==> src/rtl/btt_pkg.sv <==
// Shared types, character codes and helper functions for the bencode transducer.
// Has no dependencies; imported by the top level and by its checker.
`default_nettype none

package btt_pkg;

   localparam int DEFAULT_MAX_DEPTH   = 16;
   localparam int DEFAULT_LENGTH_BITS = 24;

   localparam int REQ_DATA_W = 8;
   localparam int RSP_DATA_W = 16;

   localparam int FIFO_DEPTH = 4;
   localparam int FIFO_PTR_W = 2;
   localparam int FIFO_CNT_W = 3;

   localparam logic [7:0] CHAR_E      = 8'h65;
   localparam logic [7:0] CHAR_I      = 8'h69;
   localparam logic [7:0] CHAR_L      = 8'h6c;
   localparam logic [7:0] CHAR_D      = 8'h64;
   localparam logic [7:0] CHAR_COLON  = 8'h3a;
   localparam logic [7:0] CHAR_QUOTE  = 8'h22;
   localparam logic [7:0] CHAR_LBRACK = 8'h5b;
   localparam logic [7:0] CHAR_RBRACK = 8'h5d;
   localparam logic [7:0] CHAR_LBRACE = 8'h7b;
   localparam logic [7:0] CHAR_RBRACE = 8'h7d;
   localparam logic [7:0] CHAR_MINUS  = 8'h2d;

   localparam logic KIND_TEXT  = 1'b0;
   localparam logic KIND_ERROR = 1'b1;

   localparam logic CONT_LIST = 1'b0;
   localparam logic CONT_DICT = 1'b1;

   localparam logic [1:0] ERR_UNEXPECTED = 2'd0;
   localparam logic [1:0] ERR_TOO_DEEP   = 2'd1;
   localparam logic [1:0] ERR_LENGTH     = 2'd2;

   typedef struct packed {
      logic       kind;
      logic [7:0] out_byte;
      logic [1:0] error_code;
      logic       last;
   } result_type;

   function automatic logic is_digit(input logic [7:0] b);
      return (b >= 8'h30) && (b <= 8'h39);
   endfunction

   function automatic result_type text_result(input logic [7:0] b, input logic fin);
      result_type r;
      r.kind       = KIND_TEXT;
      r.out_byte   = b;
      r.error_code = ERR_UNEXPECTED;
      r.last       = fin;
      return r;
   endfunction

   function automatic result_type error_result(input logic [1:0] code);
      result_type r;
      r.kind       = KIND_ERROR;
      r.out_byte   = 8'h00;
      r.error_code = code;
      r.last       = 1'b1;
      return r;
   endfunction

endpackage

`default_nettype wire

==> src/rtl/bencode_to_text_transducer.sv <==
// Top level of the bencode-to-text transducer: input register, decoder, result queue.
// Depends on btt_pkg for character codes, result type and helper functions.
`default_nettype none

// The block takes one bencoded byte per request and renders it as text: integer digits and
// minus signs pass through, strings come out between double quotes, lists as brackets and
// dictionaries as braces. A byte is registered, decoded once the queue has room, and its
// results (zero, one or two) are written into a four-entry result queue that feeds the
// result channel. A new byte is accepted in every cycle as long as the queue has room for
// two results; the sustained rate is one byte per cycle, limited only by the result channel,
// which delivers one result per cycle; an empty string and the final byte of a string both
// give two results. After any error the block sends one error result and then consumes
// bytes without producing anything until reset.
module bencode_to_text_transducer
   import btt_pkg::*;
#(
   parameter int MAX_DEPTH   = DEFAULT_MAX_DEPTH,
   parameter int LENGTH_BITS = DEFAULT_LENGTH_BITS
) (
   input  wire logic                  clock,
   input  wire logic                  reset,
   // Request channel.
   input  wire logic                  req_tvalid,
   output      logic                  req_tready,
   input  wire logic [REQ_DATA_W-1:0] req_tdata,   // [7:0] in_byte
   // Result channel.
   output      logic                  rsp_tvalid,
   input  wire logic                  rsp_tready,
   output      logic [RSP_DATA_W-1:0] rsp_tdata,   // [7:0] out_byte, [9:8] error_code, zeros above
   output      logic                  rsp_tuser,   // [0] kind: 0 text, 1 error
   output      logic                  rsp_tlast    // final result caused by one request
);

   localparam int DEPTH_W = $clog2(MAX_DEPTH + 1);

   typedef enum logic [2:0] {
      MODE_VALUE,
      MODE_INT,
      MODE_LEN,
      MODE_DATA,
      MODE_HALT
   } mode_type;

   // Input register.
   logic                   in_valid_ff;
   logic [7:0]             in_byte_ff;

   // Decoder state.
   mode_type               mode_ff, mode_in;
   logic [LENGTH_BITS-1:0] len_ff, len_in;
   logic [DEPTH_W-1:0]     depth_ff;
   logic                   stack_ff [MAX_DEPTH];

   // Result queue.
   result_type             fifo_ff [FIFO_DEPTH];
   logic [FIFO_PTR_W-1:0]  wr_ptr_ff, rd_ptr_ff;
   logic [FIFO_CNT_W-1:0]  count_ff;

   logic                   consume;
   logic                   rsp_pop;
   logic [1:0]             n_res;
   result_type             res0, res1;
   logic                   push, pop, push_kind;
   logic [3:0]             digit;
   logic [LENGTH_BITS+3:0] len_x10;
   logic                   depth_full;

   // The queue must hold two more results before a registered byte is decoded.
   assign consume    = in_valid_ff && (count_ff <= FIFO_CNT_W'(FIFO_DEPTH - 2));
   assign req_tready = !in_valid_ff || consume;
   assign rsp_tvalid = (count_ff != '0);
   assign rsp_pop    = rsp_tvalid && rsp_tready;

   assign rsp_tdata  = {{(RSP_DATA_W - 10){1'b0}}, fifo_ff[rd_ptr_ff].error_code,
                        fifo_ff[rd_ptr_ff].out_byte};
   assign rsp_tuser  = fifo_ff[rd_ptr_ff].kind;
   assign rsp_tlast  = fifo_ff[rd_ptr_ff].last;

   // ASCII digits carry their value in the low nibble.
   assign digit      = in_byte_ff[3:0];
   assign len_x10    = ({4'b0000, len_ff} << 3) + ({4'b0000, len_ff} << 1)
                       + {{LENGTH_BITS{1'b0}}, digit};
   assign depth_full = (depth_ff == DEPTH_W'(MAX_DEPTH));

   always_comb begin
      mode_in   = mode_ff;
      len_in    = len_ff;
      n_res     = 2'd0;
      res0      = text_result(8'h00, 1'b0);
      res1      = text_result(CHAR_QUOTE, 1'b1);
      push      = 1'b0;
      pop       = 1'b0;
      push_kind = CONT_LIST;
      unique case (mode_ff)
         MODE_VALUE: begin
            if (in_byte_ff == CHAR_I) begin
               mode_in = MODE_INT;
            end else if (is_digit(in_byte_ff)) begin
               len_in  = LENGTH_BITS'(digit);
               mode_in = MODE_LEN;
            end else if (in_byte_ff == CHAR_L || in_byte_ff == CHAR_D) begin
               n_res = 2'd1;
               if (depth_full) begin
                  res0    = error_result(ERR_TOO_DEEP);
                  mode_in = MODE_HALT;
               end else begin
                  push      = 1'b1;
                  push_kind = (in_byte_ff == CHAR_D) ? CONT_DICT : CONT_LIST;
                  res0      = text_result((in_byte_ff == CHAR_D) ? CHAR_LBRACE : CHAR_LBRACK,
                                          1'b1);
               end
            end else if (in_byte_ff == CHAR_E && depth_ff != '0) begin
               pop   = 1'b1;
               n_res = 2'd1;
               res0  = text_result((stack_ff[0] == CONT_DICT) ? CHAR_RBRACE : CHAR_RBRACK,
                                   1'b1);
            end else begin
               n_res   = 2'd1;
               res0    = error_result(ERR_UNEXPECTED);
               mode_in = MODE_HALT;
            end
         end
         MODE_INT: begin
            if (in_byte_ff == CHAR_E) begin
               mode_in = MODE_VALUE;
            end else if (is_digit(in_byte_ff) || in_byte_ff == CHAR_MINUS) begin
               n_res = 2'd1;
               res0  = text_result(in_byte_ff, 1'b1);
            end else begin
               n_res   = 2'd1;
               res0    = error_result(ERR_UNEXPECTED);
               mode_in = MODE_HALT;
            end
         end
         MODE_LEN: begin
            if (is_digit(in_byte_ff)) begin
               if (len_x10[LENGTH_BITS+3:LENGTH_BITS] != 4'b0000) begin
                  n_res   = 2'd1;
                  res0    = error_result(ERR_LENGTH);
                  mode_in = MODE_HALT;
               end else begin
                  len_in = len_x10[LENGTH_BITS-1:0];
               end
            end else if (in_byte_ff == CHAR_COLON) begin
               if (len_ff == '0) begin
                  // Empty string: both quotes come out for the colon.
                  n_res   = 2'd2;
                  res0    = text_result(CHAR_QUOTE, 1'b0);
                  mode_in = MODE_VALUE;
               end else begin
                  n_res   = 2'd1;
                  res0    = text_result(CHAR_QUOTE, 1'b1);
                  mode_in = MODE_DATA;
               end
            end else begin
               n_res   = 2'd1;
               res0    = error_result(ERR_UNEXPECTED);
               mode_in = MODE_HALT;
            end
         end
         MODE_DATA: begin
            len_in = len_ff - 1'b1;
            if (len_ff == LENGTH_BITS'(1)) begin
               // Final data byte also closes the quote.
               n_res   = 2'd2;
               res0    = text_result(in_byte_ff, 1'b0);
               mode_in = MODE_VALUE;
            end else begin
               n_res = 2'd1;
               res0  = text_result(in_byte_ff, 1'b1);
            end
         end
         MODE_HALT: begin
            mode_in = MODE_HALT;
         end
         default: begin
            mode_in = MODE_HALT;
         end
      endcase
   end

   // Control state.
   always_ff @(posedge clock) begin
      if (reset) begin
         in_valid_ff <= 1'b0;
         mode_ff     <= MODE_VALUE;
         len_ff      <= '0;
         depth_ff    <= '0;
         wr_ptr_ff   <= '0;
         rd_ptr_ff   <= '0;
         count_ff    <= '0;
      end else begin
         if (req_tready) begin
            in_valid_ff <= req_tvalid;
         end
         if (consume) begin
            mode_ff <= mode_in;
            len_ff  <= len_in;
            if (push) begin
               depth_ff <= depth_ff + 1'b1;
            end else if (pop) begin
               depth_ff <= depth_ff - 1'b1;
            end
            wr_ptr_ff <= wr_ptr_ff + FIFO_PTR_W'(n_res);
         end
         if (rsp_pop) begin
            rd_ptr_ff <= rd_ptr_ff + 1'b1;
         end
         count_ff <= count_ff + (consume ? FIFO_CNT_W'(n_res) : '0)
                     - FIFO_CNT_W'(rsp_pop);
      end
   end

   // Payload: input byte, queue entries and the container stack (top at entry zero).
   always_ff @(posedge clock) begin
      if (req_tready && req_tvalid) begin
         in_byte_ff <= req_tdata;
      end
      if (consume && n_res != 2'd0) begin
         fifo_ff[wr_ptr_ff] <= res0;
      end
      if (consume && n_res == 2'd2) begin
         fifo_ff[wr_ptr_ff + 1'b1] <= res1;
      end
      if (consume && push) begin
         stack_ff[0] <= push_kind;
         for (int i = 1; i < MAX_DEPTH; i++) begin
            stack_ff[i] <= stack_ff[i-1];
         end
      end else if (consume && pop) begin
         for (int i = 0; i < MAX_DEPTH - 1; i++) begin
            stack_ff[i] <= stack_ff[i+1];
         end
      end
   end

endmodule

`default_nettype wire

==> config.mk <==
export PLATFORM = sky130hd
export DESIGN_NAME = bencode_to_text_transducer
export DESIGN_NICKNAME = d
export VERILOG_FILES = /design/src/rtl/btt_pkg.sv /design/src/rtl/bencode_to_text_transducer.sv
export SDC_FILE = /design/constraint.sdc
export NUM_CORES = 1
export LEC_CHECK = 0
export ABC_AREA = 0
export BUFFER_PORTS_ARGS = -buffer_cell sky130_fd_sc_hd__buf_2
export CORE_ASPECT_RATIO = 0.7
export CORE_MARGIN = 5
export CORE_UTILIZATION = 41
export CTS_CLUSTER_DIAMETER = 100
export CTS_CLUSTER_SIZE = 14
export DETAILED_ROUTE_END_ITERATION = 7
export SYNTH_ARGS = -nofsm -noshare
export SYNTH_HDL_FRONTEND = slang
export SYNTH_SLANG_ARGS = --single-unit
==> constraint.sdc <==
create_clock -name clock -period 12.8 [get_ports clock]
set_input_delay 3.84 -clock clock [delete_from_list [all_inputs] [get_ports clock]]
set_output_delay 3.84 -clock clock [all_outputs]
set_load 0.02 [all_outputs]
# Yosys cells after proc, flatten, opt, wreduce, memory -nomap -nowiden
# Memories as Yosys holds them, arrays and structs flattened. A register that Yosys moved wholly into a read port is not among the register bits.
# Index checks and enable logic that the tools add are counted.
# Widths: inputs -> output; s select.
[totals] reg_bits=48 ramBits=64 in_bits=12 mem_count=2
[mem_list] name="fifo_ff" depth=4 word_bits=12 rd=1 rd_ports_with_merged_regs=1 write_ports=2 line="bencode_to_text_transducer.sv:55" source="result_type fifo_ff [FIFO_DEPTH];"
[mem_list] name="stack_ff" depth=16 word_bits=1 rd=16 rd_ports_with_merged_regs=0 write_ports=16 line="bencode_to_text_transducer.sv:52" source="logic stack_ff [MAX_DEPTH];"
[classes] addsub=10 magnitude_cmp=3 eq_ne=21 n_mux=87 bitwise=15 reduce_logical=24
[op_table] op="$mux 12" count=10
[op_table] op="$mux 24" count=4
[op_table] op="$pmux 24 s3" count=1
[op_table] op="$pmux 12 s4" count=1
[op_table] op="$mux 1" count=46
[op_table] op="$mux 3" count=11
[op_table] op="$eq 8x7->1 const B" count=4
[op_table] op="$add 27x25->28" count=1
[op_table] op="$add 28x4->28" count=1
[op_table] op="$eq 24x1->1 const B" count=1
[op_table] op="$logic_not 24->1" count=1
[op_table] op="$sub 24x1->24 const B" count=1
[op_table] op="$eq 8x6->1 const B" count=2
[op_table] op="$mux 2" count=8
[op_table] op="$or 1x1->1" count=15
[op_table] op="$mux 6" count=2
[op_table] op="$pmux 3 s4" count=1
[op_table] op="$reduce_and 6->1" count=2
[op_table] op="$mux 5" count=2
[op_table] op="$ne 2x2->1 const B" count=5
[op_table] op="$ne 5x5->1 const B" count=2
[op_table] op="$logic_and 1x1->1" count=9
[op_table] op="$ge 8x6->1 const B" count=1
[op_table] op="$le 8x6->1 const B" count=1
[op_table] op="21 further kinds" count=28

# Longest topological paths before layout
[depth] depth_word=12 mapped_depth=20 ltp_nobuf=20

# Worst setup path before layout
# Ideal clock, no wire load.
[synth_timing] path_kind="flip-flop to output port" start="register (tool-made name)" end="output port rsp_tdata[0]" arrival_ps=1557 required_time_ps=8960 slack_ps=7403 stages_incl_launch_ff=3 path_cell_list="dfxtp_1 buf_1 mux4_2"
[synth_rtl] item="end: declaration" line="bencode_to_text_transducer.sv:29" source="output logic [RSP_DATA_W-1:0] rsp_tdata,"

==> results summary <==
The flow ran to the end, and the final reports show no timing, DRC or antenna violations. The maximum number of pins on one net before global-route repair is between 40 and 50. The startpoint of the lowest-slack register-to-register path is in_byte_ff[3]$_DFFE_PP_. The critical path ends at rsp_tdata[9].

The overall die height is 124 um. The count of unresolved DRC violations after routing is 0. The min-delay analysis places its worst path in the category register to register. The critical-path maximum fanout is 12. The initial utilization of the core area, before any placement, comes to 42.1%. After clock tree synthesis, the clock-pin slew on the worst setup and hold paths is 0.06 ns. Headroom to the max-slew limit came out at around 15%. Across the VDD grid, the largest voltage drop is just under 90 uV. The count of final hold-check violations was 0. Counting the buffers created by CTS gives 17. The die footprint is around 21000 um2.

The clock latency of the later-clocked register in the worst-skew pair is 0.41 ns. STA classifies the critical path endpoint as an output port. The post-layout minimum cycle time came out at about 5.9 ns. The setup slack of the most critical reg-to-reg path is 7.49 ns. The synthesized netlist contains 74 unique library cells. The endpoint identified for the worst register-to-register timing path is count_ff[2]$_SDFF_PP0_. The total power per unit cell area came out at approximately 130 nW/um2. In the layout the commonest cells are nor2_1, nand2_1, dfxtp_1, a21oi_1, ha_1.

The mapped cell area came out at ~7600 um2. For this run, the top clock speed supported by timing is about 170 MHz. The die extent in x came out at between 150 and 200 um.

The transition time at the pin with the least slew margin came out at between 1 and 1.5 ns. In this run, synthesis inferred 24 flip-flops with an integrated enable. The total global routing track utilization is a little under a fifth.

The count of buffers added by post-CTS timing repair for setup is 0. The clock skew after layout came out at about 0.011 ns. The static leakage power is approximately 0.0035 uW. The H-tree level count is 4.

The synthesized netlist cell count came out at 870. The worst endpoint required time is around 9.0 ns. The half-perimeter wire length after detailed placement is 15300 um. The leftover overflow at the end of global routing came out at 0.

The post-cts repair resize count came out at 0. The number of global-route vias before repair came out at about 6k. The antenna diode count is 0. The overall routed net length is a little over 20000 um.

The average footprint of a synthesized cell is between 8 and 9 um2. The hold buffer count at cts is 0. The initial antenna violation count came out at 0.

After detailed routing, the number of vias per cell comes to 5.75. The number of nets in the final layout is about 960. The fraction of layout instances using a drive strength above 1 is around 13%.

The number of primary I/O pins came out at 32. Final hold analysis gives a worst-case slack of around 0.45 ns. The number of routed nets with antenna violations came out at 0. The row count came out at around 40. STA puts the critical path data arrival time at a little over 2 ns. By startpoint and endpoint, the worst setup path is classified as register to output port. For this design, the slowest cell found on the critical path is dfxtp_1. Relative to the synthesized area, the layout overhead comes to 11.4%.

The total of max-cap violations is 0. No sink is reached through more buffers than the 2 on the longest clock path. The flip-flop and latch count after synthesis is between 100 and 150. The post-route worst setup slack came out at 6.93 ns. At the end of routability-driven placement, the weighted congestion stood at 0.858. Counting tap cells, the placed design contains a total of between 1k and 1.5k instances. The final critical path takes up 45.9% of the cycle. Setup repair after global routing left no endpoint under its margin.

The vias after detailed routing came out at approximately 6.5k. TritonCTS built the clock tree. Clock tree synthesis found a total of about 110 sinks.

Summed over all failing endpoints, the final setup total negative slack is 0 ns. For this run, the number of Yosys warnings is 0. Setup violations remaining at the end of the flow were counted as 0.

The share of the Yosys chip area taken by registers is around a third. The first global-routing pass estimated between 30000 and 40000 um of wire. The first TritonRoute pass finished after 6 iterations. The critical path goes through mux4_2 > buf_2. The number of cells on the worst reg-to-reg path is 21. The startpoint identified for the worst hold timing path is stack_ff[1][6]$_DFFE_PP_. The commonest non-fill, non-tap cell in the layout is nor2_1.

The share of async-settable or async-resettable flops after synthesis came out at 0%. The number of max-slew violations in the final report came out at 0. Before CTS, the worst setup slack after placement is just over 7 ns. The number of DRC markers in iteration 0 came out at 589. In this run the clock root is driven by a clkbuf_16.

Among all flip-flop cells after synthesis, the most frequent one is dfxtp_1. For this run, the slowest stage of the critical path takes roughly 0.84 ns. The critical path launch point type is a register. Dividing the detail-routed wire length by the instance count gives approximately 18 um. The total area inside the core boundary comes to roughly 18000 um2. The number of port buffers came out at 25.

The final cell count without fillers came out at 1133.
-- routing by layer --
metal | vias up | GRT usage [%] | share of wire [%]
li1 | 3190 | - | -
met1 | 3085 | 31.1 | 54
met2 | 223 | 23.3 | 37
met3 | 17 | 4.10 | 8.0
met4 | 0 | 4.71 | 1.1
met5 | - | 0 | 0
-- logic make-up after synthesis --
kind of cell             count (synthesis)  synth area share [%]
XOR/XNOR                                34                  3.91
AO/OA/AOI/OAI                          209                  17.4
buffers and inverters                   72                  4.44
AND/OR/NAND/NOR                        313                  19.9
other                                    1                0.0492
flip-flops                             114                  33.1
adder cells (fa/ha/maj)                 60                  10.3
multiplexers                            67                  10.9
-- per-stage QoR --
| stage | instance area (um2) | total power (uW) | util, % |
|---|---|---|---|
| floorplan | 7630 | 566 | - |
| global placement | 7880 | 610 | 43.5 |
| detailed placement | 7880 | 612 | 43.5 |
| CTS | 8480 | 1090 | 46.8 |
| global route | 8480 | 1130 | 46.8 |
| finish | 8480 | 1090 | 46.8 |
-- Yosys cell counts, drive strengths merged (7+ instances only) --
cell type	n	area [um2]
nor3	19	100
o21ai	50	258
o22ai	8	50.1
a21oi	72	379
xor2	16	140
a31oi	9	56.3
nand2	93	352
clkbuf	20	82.6
a211oi	10	75.1
nand3	17	90.1
inv	32	120
mux4	12	270
or2	7	43.8
ha	56	701
nand2b	7	43.8
or3	9	58.8
edfxtp	24	721
a21o	12	90.1
and2	10	62.6
mux2i	45	450
mux2	10	113
nor4	9	62.6
xnor2	18	158
dfxtp	90	1800
nor2b	9	56.3
buf	20	135
nand4	9	56.3
nor2	99	374
-- worst max-delay path: cells and delay by family (launching register included) --
family                 cells  cell delay, ns
multiplexers               1            0.60
buffers and inverters      1            0.17
flip-flops                 1            0.84
-- registers in the layout, indices dropped and copies added, names as in the netlist, named ones only --
register	cells
len_ff	24
in_byte_ff	8
fifo_ff	48
wr_ptr_ff	2
stack_ff	16
count_ff	3
in_valid_ff	1
depth_ff	5
rd_ptr_ff	2
mode_ff	3
-- worst min path at each step --
stage	slack, ns	to	cells past startpoint
2_1_floorplan	0.43	stack_ff[1][7]$_DFFE_PP_	0
3_3_place_gp	0.43	stack_ff[1][7]$_DFFE_PP_	0
3_5_place_dp	0.43	stack_ff[1][7]$_DFFE_PP_	0
4_1_cts	0.45	stack_ff[1][7]$_DFFE_PP_	0
5_1_grt	0.46	stack_ff[1][7]$_DFFE_PP_	0
6_report	0.45	stack_ff[1][7]$_DFFE_PP_	0
-- power by group --
part           switching (uW)  internal, uW
registers                33.2           391
logic                     103          78.9
clock network             173           308
-- layout make-up --
class	instances	area (um2)
clock buffer	19	475
clock inverter	12	126
fill	1769	9630
inverter	32	120
multi-input combinational	689	4770
sequential	114	2520
tap	236	295
timing repair buffer	31	170
Power figures use the tool's default switching activity.
